--- src/rtl/lisr_pkg.sv ---
// ----------------------------------------------------------------------------
// lisr_pkg
// Widths, constants and shared types of the stereo linear-interpolation
// resampler.
// ----------------------------------------------------------------------------
package lisr_pkg;

    localparam int SAMPLE_BITS     = 16;
    localparam int PHASE_FRAC_BITS = 16;
    localparam int STEP_W          = 20;
    localparam int CFG_IDX_W       = 1;
    localparam int CFG_DATA_W      = STEP_W;

    // The phase must hold a value below one frame plus the largest step.
    localparam int PHASE_W = ((STEP_W > PHASE_FRAC_BITS) ? STEP_W : PHASE_FRAC_BITS) + 1;
    localparam int PROD_W  = SAMPLE_BITS + PHASE_FRAC_BITS + 2;

    localparam logic [PHASE_W-1:0] PHASE_ONE =
        {{(PHASE_W-1){1'b0}}, 1'b1} << PHASE_FRAC_BITS;
    localparam logic [STEP_W-1:0] MIN_STEP =
        {{(STEP_W-1){1'b0}}, 1'b1} << (PHASE_FRAC_BITS - 4);
    localparam logic [STEP_W-1:0] STEP_RESET =
        {{(STEP_W-1){1'b0}}, 1'b1} << PHASE_FRAC_BITS;

    localparam logic [CFG_IDX_W-1:0] REG_PHASE_STEP  = 1'b0;
    localparam logic [CFG_IDX_W-1:0] REG_MONO_SOURCE = 1'b1;

    typedef logic signed [SAMPLE_BITS-1:0] t_sample;
    typedef logic [PHASE_FRAC_BITS-1:0]    t_frac;

    typedef struct packed {
        t_sample in_left;
        t_sample in_right;
        logic    end_of_stream;
    } t_in;

    typedef struct packed {
        t_sample out_left;
        t_sample out_right;
        logic    run_last;
        logic    stream_end;
    } t_out;

    // Control that travels with one issued output position.
    typedef struct packed {
        logic valid;
        logic last;
        logic stream_end;
    } t_issue;

    typedef enum logic [1:0] {
        ST_IDLE,
        ST_RUN,
        ST_HOLD
    } t_state;

endpackage

--- src/rtl/linear_interp_stereo_resampler.sv ---
// ----------------------------------------------------------------------------
// linear_interp_stereo_resampler
// Stereo sample-rate converter by linear interpolation with a Q16 phase step.
// ----------------------------------------------------------------------------
// Each accepted item is one source frame. The block takes it and then issues
// one output position per cycle from its phase sequencer while the output is
// not stalled, and takes no new item until all positions of that frame are
// issued; the single sequencer stepping the phase sets that pace. Both
// channels are computed in parallel lanes with one multiplier each; a result
// passes the lane product register and then the output register. A stalled
// output holds the whole pipeline. Configuration registers: index 0 is
// phase_step, index 1 is mono_source; other indexes are ignored.
module linear_interp_stereo_resampler
    import lisr_pkg::*;
(
    input  logic                  i_clk,
    input  logic                  i_rst_n,
    input  logic                  i_in_valid,
    output logic                  o_in_ready,
    input  t_in                   i_in_data,
    output logic                  o_out_valid,
    input  logic                  i_out_ready,
    output t_out                  o_out_data,
    input  logic                  i_cfg_we,
    input  logic [CFG_IDX_W-1:0]  i_cfg_index,
    input  logic [CFG_DATA_W-1:0] i_cfg_data
);

    logic [STEP_W-1:0] r_phase_step;
    logic              r_mono;
    logic              adv;
    t_issue            issue;
    t_sample           a_left, b_left, a_right, b_right;
    t_frac             frac;
    t_sample           y_left, y_right;

    always_ff @(posedge i_clk) begin
        if (!i_rst_n) begin
            r_phase_step <= STEP_RESET;
            r_mono       <= 1'b0;
        end else if (i_cfg_we) begin
            case (i_cfg_index)
                REG_PHASE_STEP:  r_phase_step <= i_cfg_data[STEP_W-1:0];
                REG_MONO_SOURCE: r_mono       <= i_cfg_data[0];
                default: ;
            endcase
        end
    end

    lisr_seq u_seq (
        .i_clk        (i_clk),
        .i_rst_n      (i_rst_n),
        .i_in_valid   (i_in_valid),
        .o_in_ready   (o_in_ready),
        .i_in_data    (i_in_data),
        .i_phase_step (r_phase_step),
        .i_mono       (r_mono),
        .i_adv        (adv),
        .o_issue      (issue),
        .o_a_left     (a_left),
        .o_b_left     (b_left),
        .o_a_right    (a_right),
        .o_b_right    (b_right),
        .o_frac       (frac)
    );

    lisr_lane u_lane_left (
        .i_clk  (i_clk),
        .i_en   (adv),
        .i_a    (a_left),
        .i_b    (b_left),
        .i_frac (frac),
        .o_y    (y_left)
    );

    lisr_lane u_lane_right (
        .i_clk  (i_clk),
        .i_en   (adv),
        .i_a    (a_right),
        .i_b    (b_right),
        .i_frac (frac),
        .o_y    (y_right)
    );

    lisr_merge u_merge (
        .i_clk       (i_clk),
        .i_rst_n     (i_rst_n),
        .i_issue     (issue),
        .i_left      (y_left),
        .i_right     (y_right),
        .i_out_ready (i_out_ready),
        .o_adv       (adv),
        .o_out_valid (o_out_valid),
        .o_out_data  (o_out_data)
    );

endmodule

--- src/rtl/lisr_lane.sv ---
// ----------------------------------------------------------------------------
// lisr_lane
// One channel of the interpolator: registers (b - a) * frac, then adds the
// quotient, truncated toward zero, back onto a.
// ----------------------------------------------------------------------------
module lisr_lane
    import lisr_pkg::*;
(
    input  logic    i_clk,
    input  logic    i_en,
    input  t_sample i_a,
    input  t_sample i_b,
    input  t_frac   i_frac,
    output t_sample o_y
);

    localparam logic signed [PROD_W-1:0] ROUND_BIAS =
        {{(PROD_W-PHASE_FRAC_BITS){1'b0}}, {PHASE_FRAC_BITS{1'b1}}};

    logic signed [SAMPLE_BITS:0]     diff;
    logic signed [PHASE_FRAC_BITS:0] frac_s;
    logic signed [PROD_W-1:0]        n_prod;
    logic signed [PROD_W-1:0]        r_prod;
    t_sample                         r_a;
    logic signed [PROD_W-1:0]        biased;
    logic signed [PROD_W-1:0]        quot;

    assign diff   = {i_b[SAMPLE_BITS-1], i_b} - {i_a[SAMPLE_BITS-1], i_a};
    assign frac_s = {1'b0, i_frac};
    assign n_prod = diff * frac_s;

    always_ff @(posedge i_clk) begin
        if (i_en) begin
            r_prod <= n_prod;
            r_a    <= i_a;
        end
    end

    // A negative product is biased by one frame less one so that the shift
    // truncates toward zero instead of toward minus infinity.
    assign biased = r_prod + (r_prod[PROD_W-1] ? ROUND_BIAS : '0);
    assign quot   = biased >>> PHASE_FRAC_BITS;
    assign o_y    = r_a + quot[SAMPLE_BITS-1:0];

endmodule

--- src/rtl/lisr_merge.sv ---
// ----------------------------------------------------------------------------
// lisr_merge
// Joins the left and right lanes with the item flags into the output
// register and drives the pipeline advance.
// ----------------------------------------------------------------------------
module lisr_merge
    import lisr_pkg::*;
(
    input  logic    i_clk,
    input  logic    i_rst_n,
    input  t_issue  i_issue,
    input  t_sample i_left,
    input  t_sample i_right,
    input  logic    i_out_ready,
    output logic    o_adv,
    output logic    o_out_valid,
    output t_out    o_out_data
);

    logic r_v1;
    logic r_last1;
    logic r_end1;
    logic r_out_valid;
    t_out r_out;

    // The whole pipe moves only when the output register is free or emptying.
    assign o_adv = !r_out_valid || i_out_ready;

    always_ff @(posedge i_clk) begin
        if (!i_rst_n) begin
            r_v1        <= 1'b0;
            r_out_valid <= 1'b0;
        end else if (o_adv) begin
            r_v1        <= i_issue.valid;
            r_out_valid <= r_v1;
        end
    end

    always_ff @(posedge i_clk) begin
        if (o_adv) begin
            r_last1 <= i_issue.last;
            r_end1  <= i_issue.stream_end;
            if (r_v1) begin
                r_out.out_left   <= i_left;
                r_out.out_right  <= i_right;
                r_out.run_last   <= r_last1;
                r_out.stream_end <= r_end1;
            end
        end
    end

    assign o_out_valid = r_out_valid;
    assign o_out_data  = r_out;

endmodule

--- src/rtl/lisr_seq.sv ---
// ----------------------------------------------------------------------------
// lisr_seq
// Phase sequencer: takes one source frame, walks the output positions that
// fall before it and issues one position per advance to both lanes.
// ----------------------------------------------------------------------------
module lisr_seq
    import lisr_pkg::*;
(
    input  logic               i_clk,
    input  logic               i_rst_n,
    input  logic               i_in_valid,
    output logic               o_in_ready,
    input  t_in                i_in_data,
    input  logic [STEP_W-1:0]  i_phase_step,
    input  logic               i_mono,
    input  logic               i_adv,
    output t_issue             o_issue,
    output t_sample            o_a_left,
    output t_sample            o_b_left,
    output t_sample            o_a_right,
    output t_sample            o_b_right,
    output t_frac              o_frac
);

    t_state               r_state, n_state;
    t_sample              r_prev_l, n_prev_l;
    t_sample              r_prev_r, n_prev_r;
    t_sample              r_cur_l, n_cur_l;
    t_sample              r_cur_r, n_cur_r;
    logic                 r_eos, n_eos;
    logic [PHASE_W-1:0]   r_phase, n_phase;
    logic                 r_have_prev, n_have_prev;

    logic [STEP_W-1:0]    step;
    logic [PHASE_W-1:0]   phase_sum;
    logic                 wrap;
    logic                 accept;
    logic                 in_window;
    t_sample              in_right_sel;

    assign step      = (i_phase_step < MIN_STEP) ? MIN_STEP : i_phase_step;
    assign phase_sum = r_phase + {{(PHASE_W-STEP_W){1'b0}}, step};
    assign wrap      = phase_sum >= PHASE_ONE;
    assign accept    = i_in_valid && o_in_ready;
    assign in_window = r_have_prev && (r_phase < PHASE_ONE);
    assign in_right_sel = i_mono ? i_in_data.in_left : i_in_data.in_right;

    always_comb begin
        n_state = r_state;
        case (r_state)
            ST_IDLE: begin
                if (accept) begin
                    if (in_window) begin
                        n_state = ST_RUN;
                    end else if (i_in_data.end_of_stream) begin
                        n_state = ST_HOLD;
                    end
                end
            end
            ST_RUN: begin
                if (i_adv && wrap) begin
                    n_state = r_eos ? ST_HOLD : ST_IDLE;
                end
            end
            ST_HOLD: begin
                if (i_adv) begin
                    n_state = ST_IDLE;
                end
            end
            default: n_state = ST_IDLE;
        endcase
    end

    always_comb begin
        o_in_ready  = 1'b0;
        o_issue     = '0;
        o_a_left    = r_prev_l;
        o_b_left    = r_cur_l;
        o_a_right   = r_prev_r;
        o_b_right   = r_cur_r;
        o_frac      = r_phase[PHASE_FRAC_BITS-1:0];
        n_prev_l    = r_prev_l;
        n_prev_r    = r_prev_r;
        n_cur_l     = r_cur_l;
        n_cur_r     = r_cur_r;
        n_eos       = r_eos;
        n_phase     = r_phase;
        n_have_prev = r_have_prev;
        case (r_state)
            ST_IDLE: begin
                o_in_ready = 1'b1;
                if (accept) begin
                    n_cur_l = i_in_data.in_left;
                    n_cur_r = in_right_sel;
                    n_eos   = i_in_data.end_of_stream;
                    // Downsampling may step over a whole frame without output.
                    if (r_have_prev && !in_window) begin
                        n_phase = r_phase - PHASE_ONE;
                    end
                    if (!in_window && !i_in_data.end_of_stream) begin
                        n_prev_l    = i_in_data.in_left;
                        n_prev_r    = in_right_sel;
                        n_have_prev = 1'b1;
                    end
                end
            end
            ST_RUN: begin
                o_issue.valid = 1'b1;
                o_issue.last  = wrap && !r_eos;
                if (i_adv) begin
                    n_phase = wrap ? (phase_sum - PHASE_ONE) : phase_sum;
                    if (wrap && !r_eos) begin
                        n_prev_l    = r_cur_l;
                        n_prev_r    = r_cur_r;
                        n_have_prev = 1'b1;
                    end
                end
            end
            ST_HOLD: begin
                // The held frame goes through the lanes with a zero fraction.
                o_issue.valid      = 1'b1;
                o_issue.last       = 1'b1;
                o_issue.stream_end = 1'b1;
                o_a_left           = r_cur_l;
                o_a_right          = r_cur_r;
                o_frac             = '0;
                if (i_adv) begin
                    n_phase     = '0;
                    n_have_prev = 1'b0;
                    n_prev_l    = '0;
                    n_prev_r    = '0;
                end
            end
            default: begin
                o_in_ready = 1'b0;
            end
        endcase
    end

    always_ff @(posedge i_clk) begin
        if (!i_rst_n) begin
            r_state     <= ST_IDLE;
            r_phase     <= '0;
            r_have_prev <= 1'b0;
            r_prev_l    <= '0;
            r_prev_r    <= '0;
        end else begin
            r_state     <= n_state;
            r_phase     <= n_phase;
            r_have_prev <= n_have_prev;
            r_prev_l    <= n_prev_l;
            r_prev_r    <= n_prev_r;
        end
    end

    always_ff @(posedge i_clk) begin
        r_cur_l <= n_cur_l;
        r_cur_r <= n_cur_r;
        r_eos   <= n_eos;
    end

endmodule

--- config.mk ---
export PLATFORM = sky130hd
export DESIGN_NAME = linear_interp_stereo_resampler
export DESIGN_NICKNAME = d
export VERILOG_FILES = /design/src/rtl/lisr_pkg.sv /design/src/rtl/linear_interp_stereo_resampler.sv /design/src/rtl/lisr_lane.sv /design/src/rtl/lisr_merge.sv /design/src/rtl/lisr_seq.sv
export SDC_FILE = /design/constraint.sdc
export NUM_CORES = 2
export LEC_CHECK = 0
export BUFFER_PORTS_ARGS = -buffer_cell sky130_fd_sc_hd__buf_4
export CORE_MARGIN = 4
export CORE_UTILIZATION = 41
export CTS_CLUSTER_DIAMETER = 150
export DETAILED_ROUTE_END_ITERATION = 8
export GPL_TIMING_DRIVEN = 0
export PLACE_DENSITY = 0.57
export SLEW_MARGIN = 15
export SYNTH_ARGS = -nofsm -noshare
export SYNTH_HDL_FRONTEND = slang
export SYNTH_SLANG_ARGS = --single-unit
--- constraint.sdc ---
create_clock -name i_clk -period 15.45 [get_ports i_clk]
set_clock_uncertainty 0.2 [all_clocks]
set_input_delay 2.3175 -clock i_clk [delete_from_list [all_inputs] [get_ports i_clk]]
set_output_delay 2.3175 -clock i_clk [all_outputs]
set_load 0.05 [all_outputs]
After elaboration in Yosys (flattened, before gate mapping)
Cells that the tools add are included.
{"block": "totals", "register_bits": 248, "input_bits": 59, "output_inout_bits": 36, "elab_cells": 107}
{"block": "op_classes", "n_addsub": 9, "multipliers": 2, "n_lt_le_gt_ge": 3, "eq_ne": 10, "n_mux": 40, "bitwise": 1, "reduce_logical": 20}
{"op": "16-bit 2-to-1 mux", "n": 15}
{"op": "21-bit 2-to-1 mux", "n": 5}
{"op": "16-bit one-hot mux with 3 select lines", "n": 2}
{"op": "17-bit by 17-bit multiplier with 34-bit output", "n": 2}
{"op": "32-bit adder", "n": 2}
{"op": "21-bit one-hot mux with 3 select lines", "n": 1}
{"op": "21-bit by 17-bit subtractor with 21-bit output, second input constant", "n": 2}
{"op": "16-bit by 16-bit subtractor with 17-bit output", "n": 2}
{"op": "16-bit adder", "n": 2}
{"op": "21-bit by 20-bit adder with 21-bit output", "n": 1}
{"op": "21-bit by 17-bit >= comparator with 1-bit output, second input constant", "n": 1}
{"op": "21-bit by 17-bit less-than comparator with 1-bit output, second input constant", "n": 1}
{"op": "20-bit by 13-bit less-than comparator with 1-bit output, second input constant", "n": 1}
{"op": "20-bit 2-to-1 mux", "n": 1}
{"op": "2-bit by 1-bit inequality test with 1-bit output, second input constant", "n": 7}
{"op": "2-bit 2-to-1 mux", "n": 6}
{"op": "2-bit AND reduction", "n": 4}
{"op": "1-bit 2-to-1 mux", "n": 7}
{"op": "1-bit logical AND", "n": 6}
{"op": "2-bit one-hot mux with 3 select lines", "n": 1}
{"op": "6-bit AND reduction", "n": 1}
{"op": "5-bit AND reduction", "n": 1}
{"op": "1-bit logical NOT", "n": 4}
{"op": "2-bit one-hot mux with 2 select lines", "n": 1}
{"op": "9 further kinds", "n": 9}

Logic depth before layout (Yosys ltp)
{"block": "depth", "depth_word": 8, "depth_mapped": 44, "ltp_nobuf": 38}

Modules after synthesis
Synthesis repeated with hierarchy kept, for this count alone.
{"block": "unflattened", "hier_cells": 4077, "hier_area_um2": 37786.2}
{"module": "lisr_lane at u_lane_right", "instances": 1, "cells_each": 1670, "area_per_inst_um2": 15030.7, "seq_area_each_um2": 1471.4}
{"module": "lisr_lane at u_lane_left", "instances": 1, "cells_each": 1606, "area_per_inst_um2": 14634.0, "seq_area_each_um2": 1471.4}
{"module": "lisr_seq", "instances": 1, "cells_each": 665, "area_per_inst_um2": 6098.3, "seq_area_each_um2": 2112.0}
{"module": "lisr_merge", "instances": 1, "cells_each": 45, "area_per_inst_um2": 1169.9, "seq_area_each_um2": 1121.1}
{"module": "linear_interp_stereo_resampler", "instances": 1, "cells_each": 91, "area_per_inst_um2": 853.3, "seq_area_each_um2": 420.4}

Worst setup path after synthesis
OpenSTA, ideal clock, no wires.
{"block": "synth_timing", "path_type": "register to register", "start": "reg u_seq.r_state[0]", "end": "reg u_lane_left.r_prod[31] (data pin)", "setup_time_ns": 0.258, "arrival_ns": 10.195, "slack_ns": 4.797, "path_stages_with_launch": 43, "path_buffers": 6, "path_cell_list": "dfxtp_1 inv_1 ha_1 clkbuf_1 clkbuf_1 clkbuf_1 clkbuf_1 clkbuf_1 clkbuf_1 mux2i_1 inv_1 fa_1 nor2b_1 o21ai_1 nand2_1 a21oi_1 o211ai_1 a21oi_1 [... 7 more ...] fa_1 inv_1 fa_1 fa_1 inv_1 fa_1 inv_1 ha_1 a21o_1 a21o_1 a221o_1 a22oi_1 o211ai_1 o211ai_1 nor2b_1 o21a_1 nor2_1 xnor2_1"}
{"block": "synth_between", "elab_chain_cells": 4, "word_cells_on_any_way": 5}
{"element": "start, declared", "line": "lisr_seq.sv:25", "source": "t_state r_state, n_state;"}
{"element": "start signal, assigned", "line": "lisr_seq.sv:148", "source": "r_state <= n_state;"}
{"element": "2-bit == test", "line": "lisr_seq.sv:89", "source": "case (r_state)"}
{"element": "16-bit 2-to-1 mux", "line": "lisr_seq.sv:89"}
{"element": "named net a_left[1]", "line": "linear_interp_stereo_resampler.sv:33", "source": "t_sample a_left, b_left, a_right, b_right;"}
{"element": "16-bit by 16-bit subtractor with 17-bit output", "line": "lisr_lane.sv:28", "source": "assign diff = {i_b[SAMPLE_BITS-1], i_b} - {i_a[SAMPLE_BITS-1], i_a};"}
{"element": "17-bit by 17-bit multiplier with 34-bit output", "line": "lisr_lane.sv:30", "source": "assign n_prod = diff * frac_s;"}
{"element": "named net u_lane_left.n_prod[31]", "line": "lisr_lane.sv:22", "source": "logic signed [PROD_W-1:0] n_prod;"}
{"element": "end signal, assigned", "line": "lisr_lane.sv:34", "source": "r_prod <= n_prod;"}
{"element": "end, declared", "line": "lisr_lane.sv:23", "source": "logic signed [PROD_W-1:0] r_prod;"}
The timed path passes the listed nets, and every way through them passes these cells.
A chain may end at the register's enable or synchronous reset.

Worst setup path after layout
{"block": "layout_timing", "start": "reg u_seq.r_state[0]", "end": "reg u_lane_left.r_prod[33] (data pin)"}
{"block": "layout_between", "elab_chain_cells": 4, "word_cells_on_any_way": 5}
{"element": "2-bit == test *", "line": "lisr_seq.sv:89"}
{"element": "16-bit 2-to-1 mux", "line": "lisr_seq.sv:89"}
{"element": "16-bit by 16-bit subtractor with 17-bit output", "line": "lisr_lane.sv:28"}
{"element": "17-bit by 17-bit multiplier with 34-bit output *", "line": "lisr_lane.sv:30"}
{"element": "named net u_lane_left.n_prod[33]", "line": "lisr_lane.sv:22"}
The timed path passes the listed nets; every way through them passes the cells marked *.

==> impl_metrics.tcl <==
set metrics [dict create \
    cp_common_cell "clkbuf_1" \
    rsz0062_at_grt "false" \
    p_leak_nw 19.09 \
    drt-met1-wl_mm 48.63 \
    clk_latency_ns 0.62 \
    root_buffer "clkbuf_16" \
    r2r-end "u_lane_left.r_prod[33]" \
    initial_utilization_pct 41.35 \
    hold_buffers 0 \
    htreeDepth 1 \
    grt_antenna_before_repair 2 \
    cts_made_buffers 30 \
    drt_iter0_markers 2803 \
    max-vdd-ir-drop_mv 0.1670 \
    timing.setup.tns_ns 0 \
    avgViaCountPerCell 5.449 \
    fin_nets 5115 \
    r2r_slack_ns 0.62 \
    path_clk_slew_ns 0.06 \
    worstMarginPinSlew_ns 1.275 \
    dr.max_layer_used "met4" \
    multiInputGateArea_mm2 0.02646 \
    syn_avg_cell_area_um2 8.958 \
    slowest_delay_ns 0.73 \
    slew_headroom_pct 13.94 \
    startpoint_type "register" \
    min-delay-start "u_merge.r_end1" \
    r2r-start "u_seq.r_state[0]" \
    drc 0 \
    die_height_um 306.8 \
    drive_gt1_share_pct 5.094 \
    period_share_pct 96.01 \
    drt_wl_total_mm 112.3 \
    critPathSlowestCell "clkbuf_1" \
    layout_common_cells "758 x inv_1, 551 x fa_1, 371 x nand2_1" \
    grt_usage_pct 24.12 \
    die_w_um 306.8 \
    yosys_warnings 0 \
    whs_path_depth 0 \
    stdcell_area_mm2 0.03996 \
    critPathCaptureType "register" \
    die_area_mm2 0.09412 \
    nFillCells 8783 \
    crit_path_start "u_seq.r_state[0]" \
    r2r_cells 39 \
    core-area_mm2 0.08851 \
    vias 29460 \
    grt_pass1_wl_mm 174.7 \
    synth_seq_cells 246 \
    first_global_vias 29650 \
    stdcell_count 5406 \
    seq_area_mm2 0.006596 \
    finalSetupViolCount 0 \
    syn_nets 4985 \
    dr_wl_met3_mm 8.923 \
    ys_types 84 \
    hold_viol_final 0 \
    crit_fanout 10 \
    clockBufferDepth 3 \
    cts_tree "yes" \
    cts_resized 0 \
    cp.required_ns 15.53 \
    place_hpwl_mm 92.48 \
    critPathArrivalTime_ns 14.91 \
    antenna_left 0 \
    min_to "u_merge.o_out_data[0]" \
    critical_path_class "register to register" \
    fmax_mhz 67.42 \
    grt_max_degree 82 \
    async_flop_share_pct 0 \
    slew_violations 0 \
    whs_ns 0.2187 \
    gp_congestion 0.9388 \
    synth_cells 4086 \
    pre_cts_ws_ns 0.9735 \
    status "complete, no violations" \
    min-delay-path-class "register to register" \
    final_common_cell "inv_1" \
    synth_edf_count 167 \
    power_mw 4.603 \
    wl_per_cell_um 20.76 \
    wl_met2_mm 50.23 \
    post-cts-setup-buffers 0 \
    dr.pass1.iters 5 \
    p_per_area_mw_per_mm2 115.2 \
    seq_area_frac_synth_pct 18.02 \
    num_rows 109 \
    synthesis.area_mm2 0.03660 \
    area_delta_synth_final_pct 9.178 \
    io_buffers 94 \
    synth_flop_cell "edfxtp_1" \
    clock_sinks 246 \
    cap_violations 0 \
    place_inst 5349 \
    grt_overflow 0 \
    setup_slack_ns 0.6168 \
    io_pins 95 \
    min_period_ns 14.83 \
    finish.utilization_pct 45.15 \
    place_area_mm2 0.03886 \
]
[worst max-delay path: cells and delay by family (launching register included)]
kind                       cells  cell delay [ns]
muxes                          1             0.28
xor gates and xnor gates       1             0.41
AOI/OAI and AO/OA             15             4.58
adders and majority gates      9             4.01
and+or+nand+nor                2             0.50
DFF                            1             0.36
buffers and inverters         11             4.08
[state kept, by name (all words and copies together) (netlist names)]
signal / cells
u_seq.r_prev_r: 16
r_phase_step: 20
u_merge.o_out_valid: 1
u_seq.r_state: 2
u_seq.r_prev_l: 16
u_seq.o_b_left: 16
r_mono: 1
u_lane_left.r_a: 16
u_lane_right.r_a: 16
u_merge.o_out_data: 34
u_seq.r_phase: 21
u_seq.r_eos: 1
u_merge.r_v1: 1
u_seq.r_have_prev: 1
u_merge.r_end1: 1
u_merge.r_last1: 1
u_lane_right.r_prod: 33
u_seq.o_b_right: 16
u_lane_left.r_prod: 33
[worst max path at each step]
stage	end	cells after the start
4_1_cts	u_lane_left.r_prod[33]	39
2_1_floorplan	u_lane_left.r_prod[31]	42
5_1_grt	u_lane_left.r_prod[33]	39
6_report	u_lane_left.r_prod[33]	39
3_5_place_dp	u_lane_right.r_prod[33]	41
3_3_place_gp	u_lane_right.r_prod[33]	41
[synthesized netlist by cell type (all sizes together), types with 23 or more instances]
cell type,count,area [um^2]
ha,289,3616
dfxtp,79,1582
o21ai,124,620.6
and3,29,181.4
nor3,87,440.4
nor2,336,1261
inv,759,2849
nor2b,45,281.5
a21oi,181,905.9
a21o,41,307.8
xnor2,131,1147
nand2,371,1393
mux2i,27,270.3
edfxtp,167,5015
xor2,51,446.7
fa,551,11030
o21a,27,202.7
mux2,23,259.0
a211oi,24,185.2
nand3,112,560.5
or3,23,143.9
a31oi,30,187.7
and2,32,200.2
nand2b,59,369.1
clkbuf,170,638.1
[per-layer routing]
metal	GRT usage (%)	vias up
met2	38.39	1034
li1	-	13510
met3	4.056	159
met4	7.841	0
met1	33.73	14760
met5	0	-
[report_power, final]
part	internal (mW)	total (mW)	switching, mW
combinational	0.689	2.82	2.14
sequential	0.895	0.999	0.104
clock	0.477	0.779	0.302
total	2.06	4.60	2.54
[cells by family (layout without fill, tap and decap cells)]
group	after synthesis	after routing	synth area share [%]
buffers and inverters	952	1106	9.793
and+or+nand+nor	1179	1179	14.82
adders and majority gates	849	849	40.26
xor gates and xnor gates	182	182	4.355
DFF	246	246	18.02
AOI/OAI and AO/OA	628	628	11.30
muxes	50	50	1.446
other	0	1	0
[area by class of cell]
class | count | share of cell area, %
sequential | 246 | 16.51
multi-input combinational | 2888 | 66.21
inverter | 763 | 7.179
timing repair buffer | 98 | 1.954
clock inverter | 13 | 0.4853
clock buffer | 43 | 2.207
tap | 1165 | 3.648
buffer | 189 | 1.803
antenna | 1 | 0.006262
No activity file was read; power rests on OpenSTA's default activity.
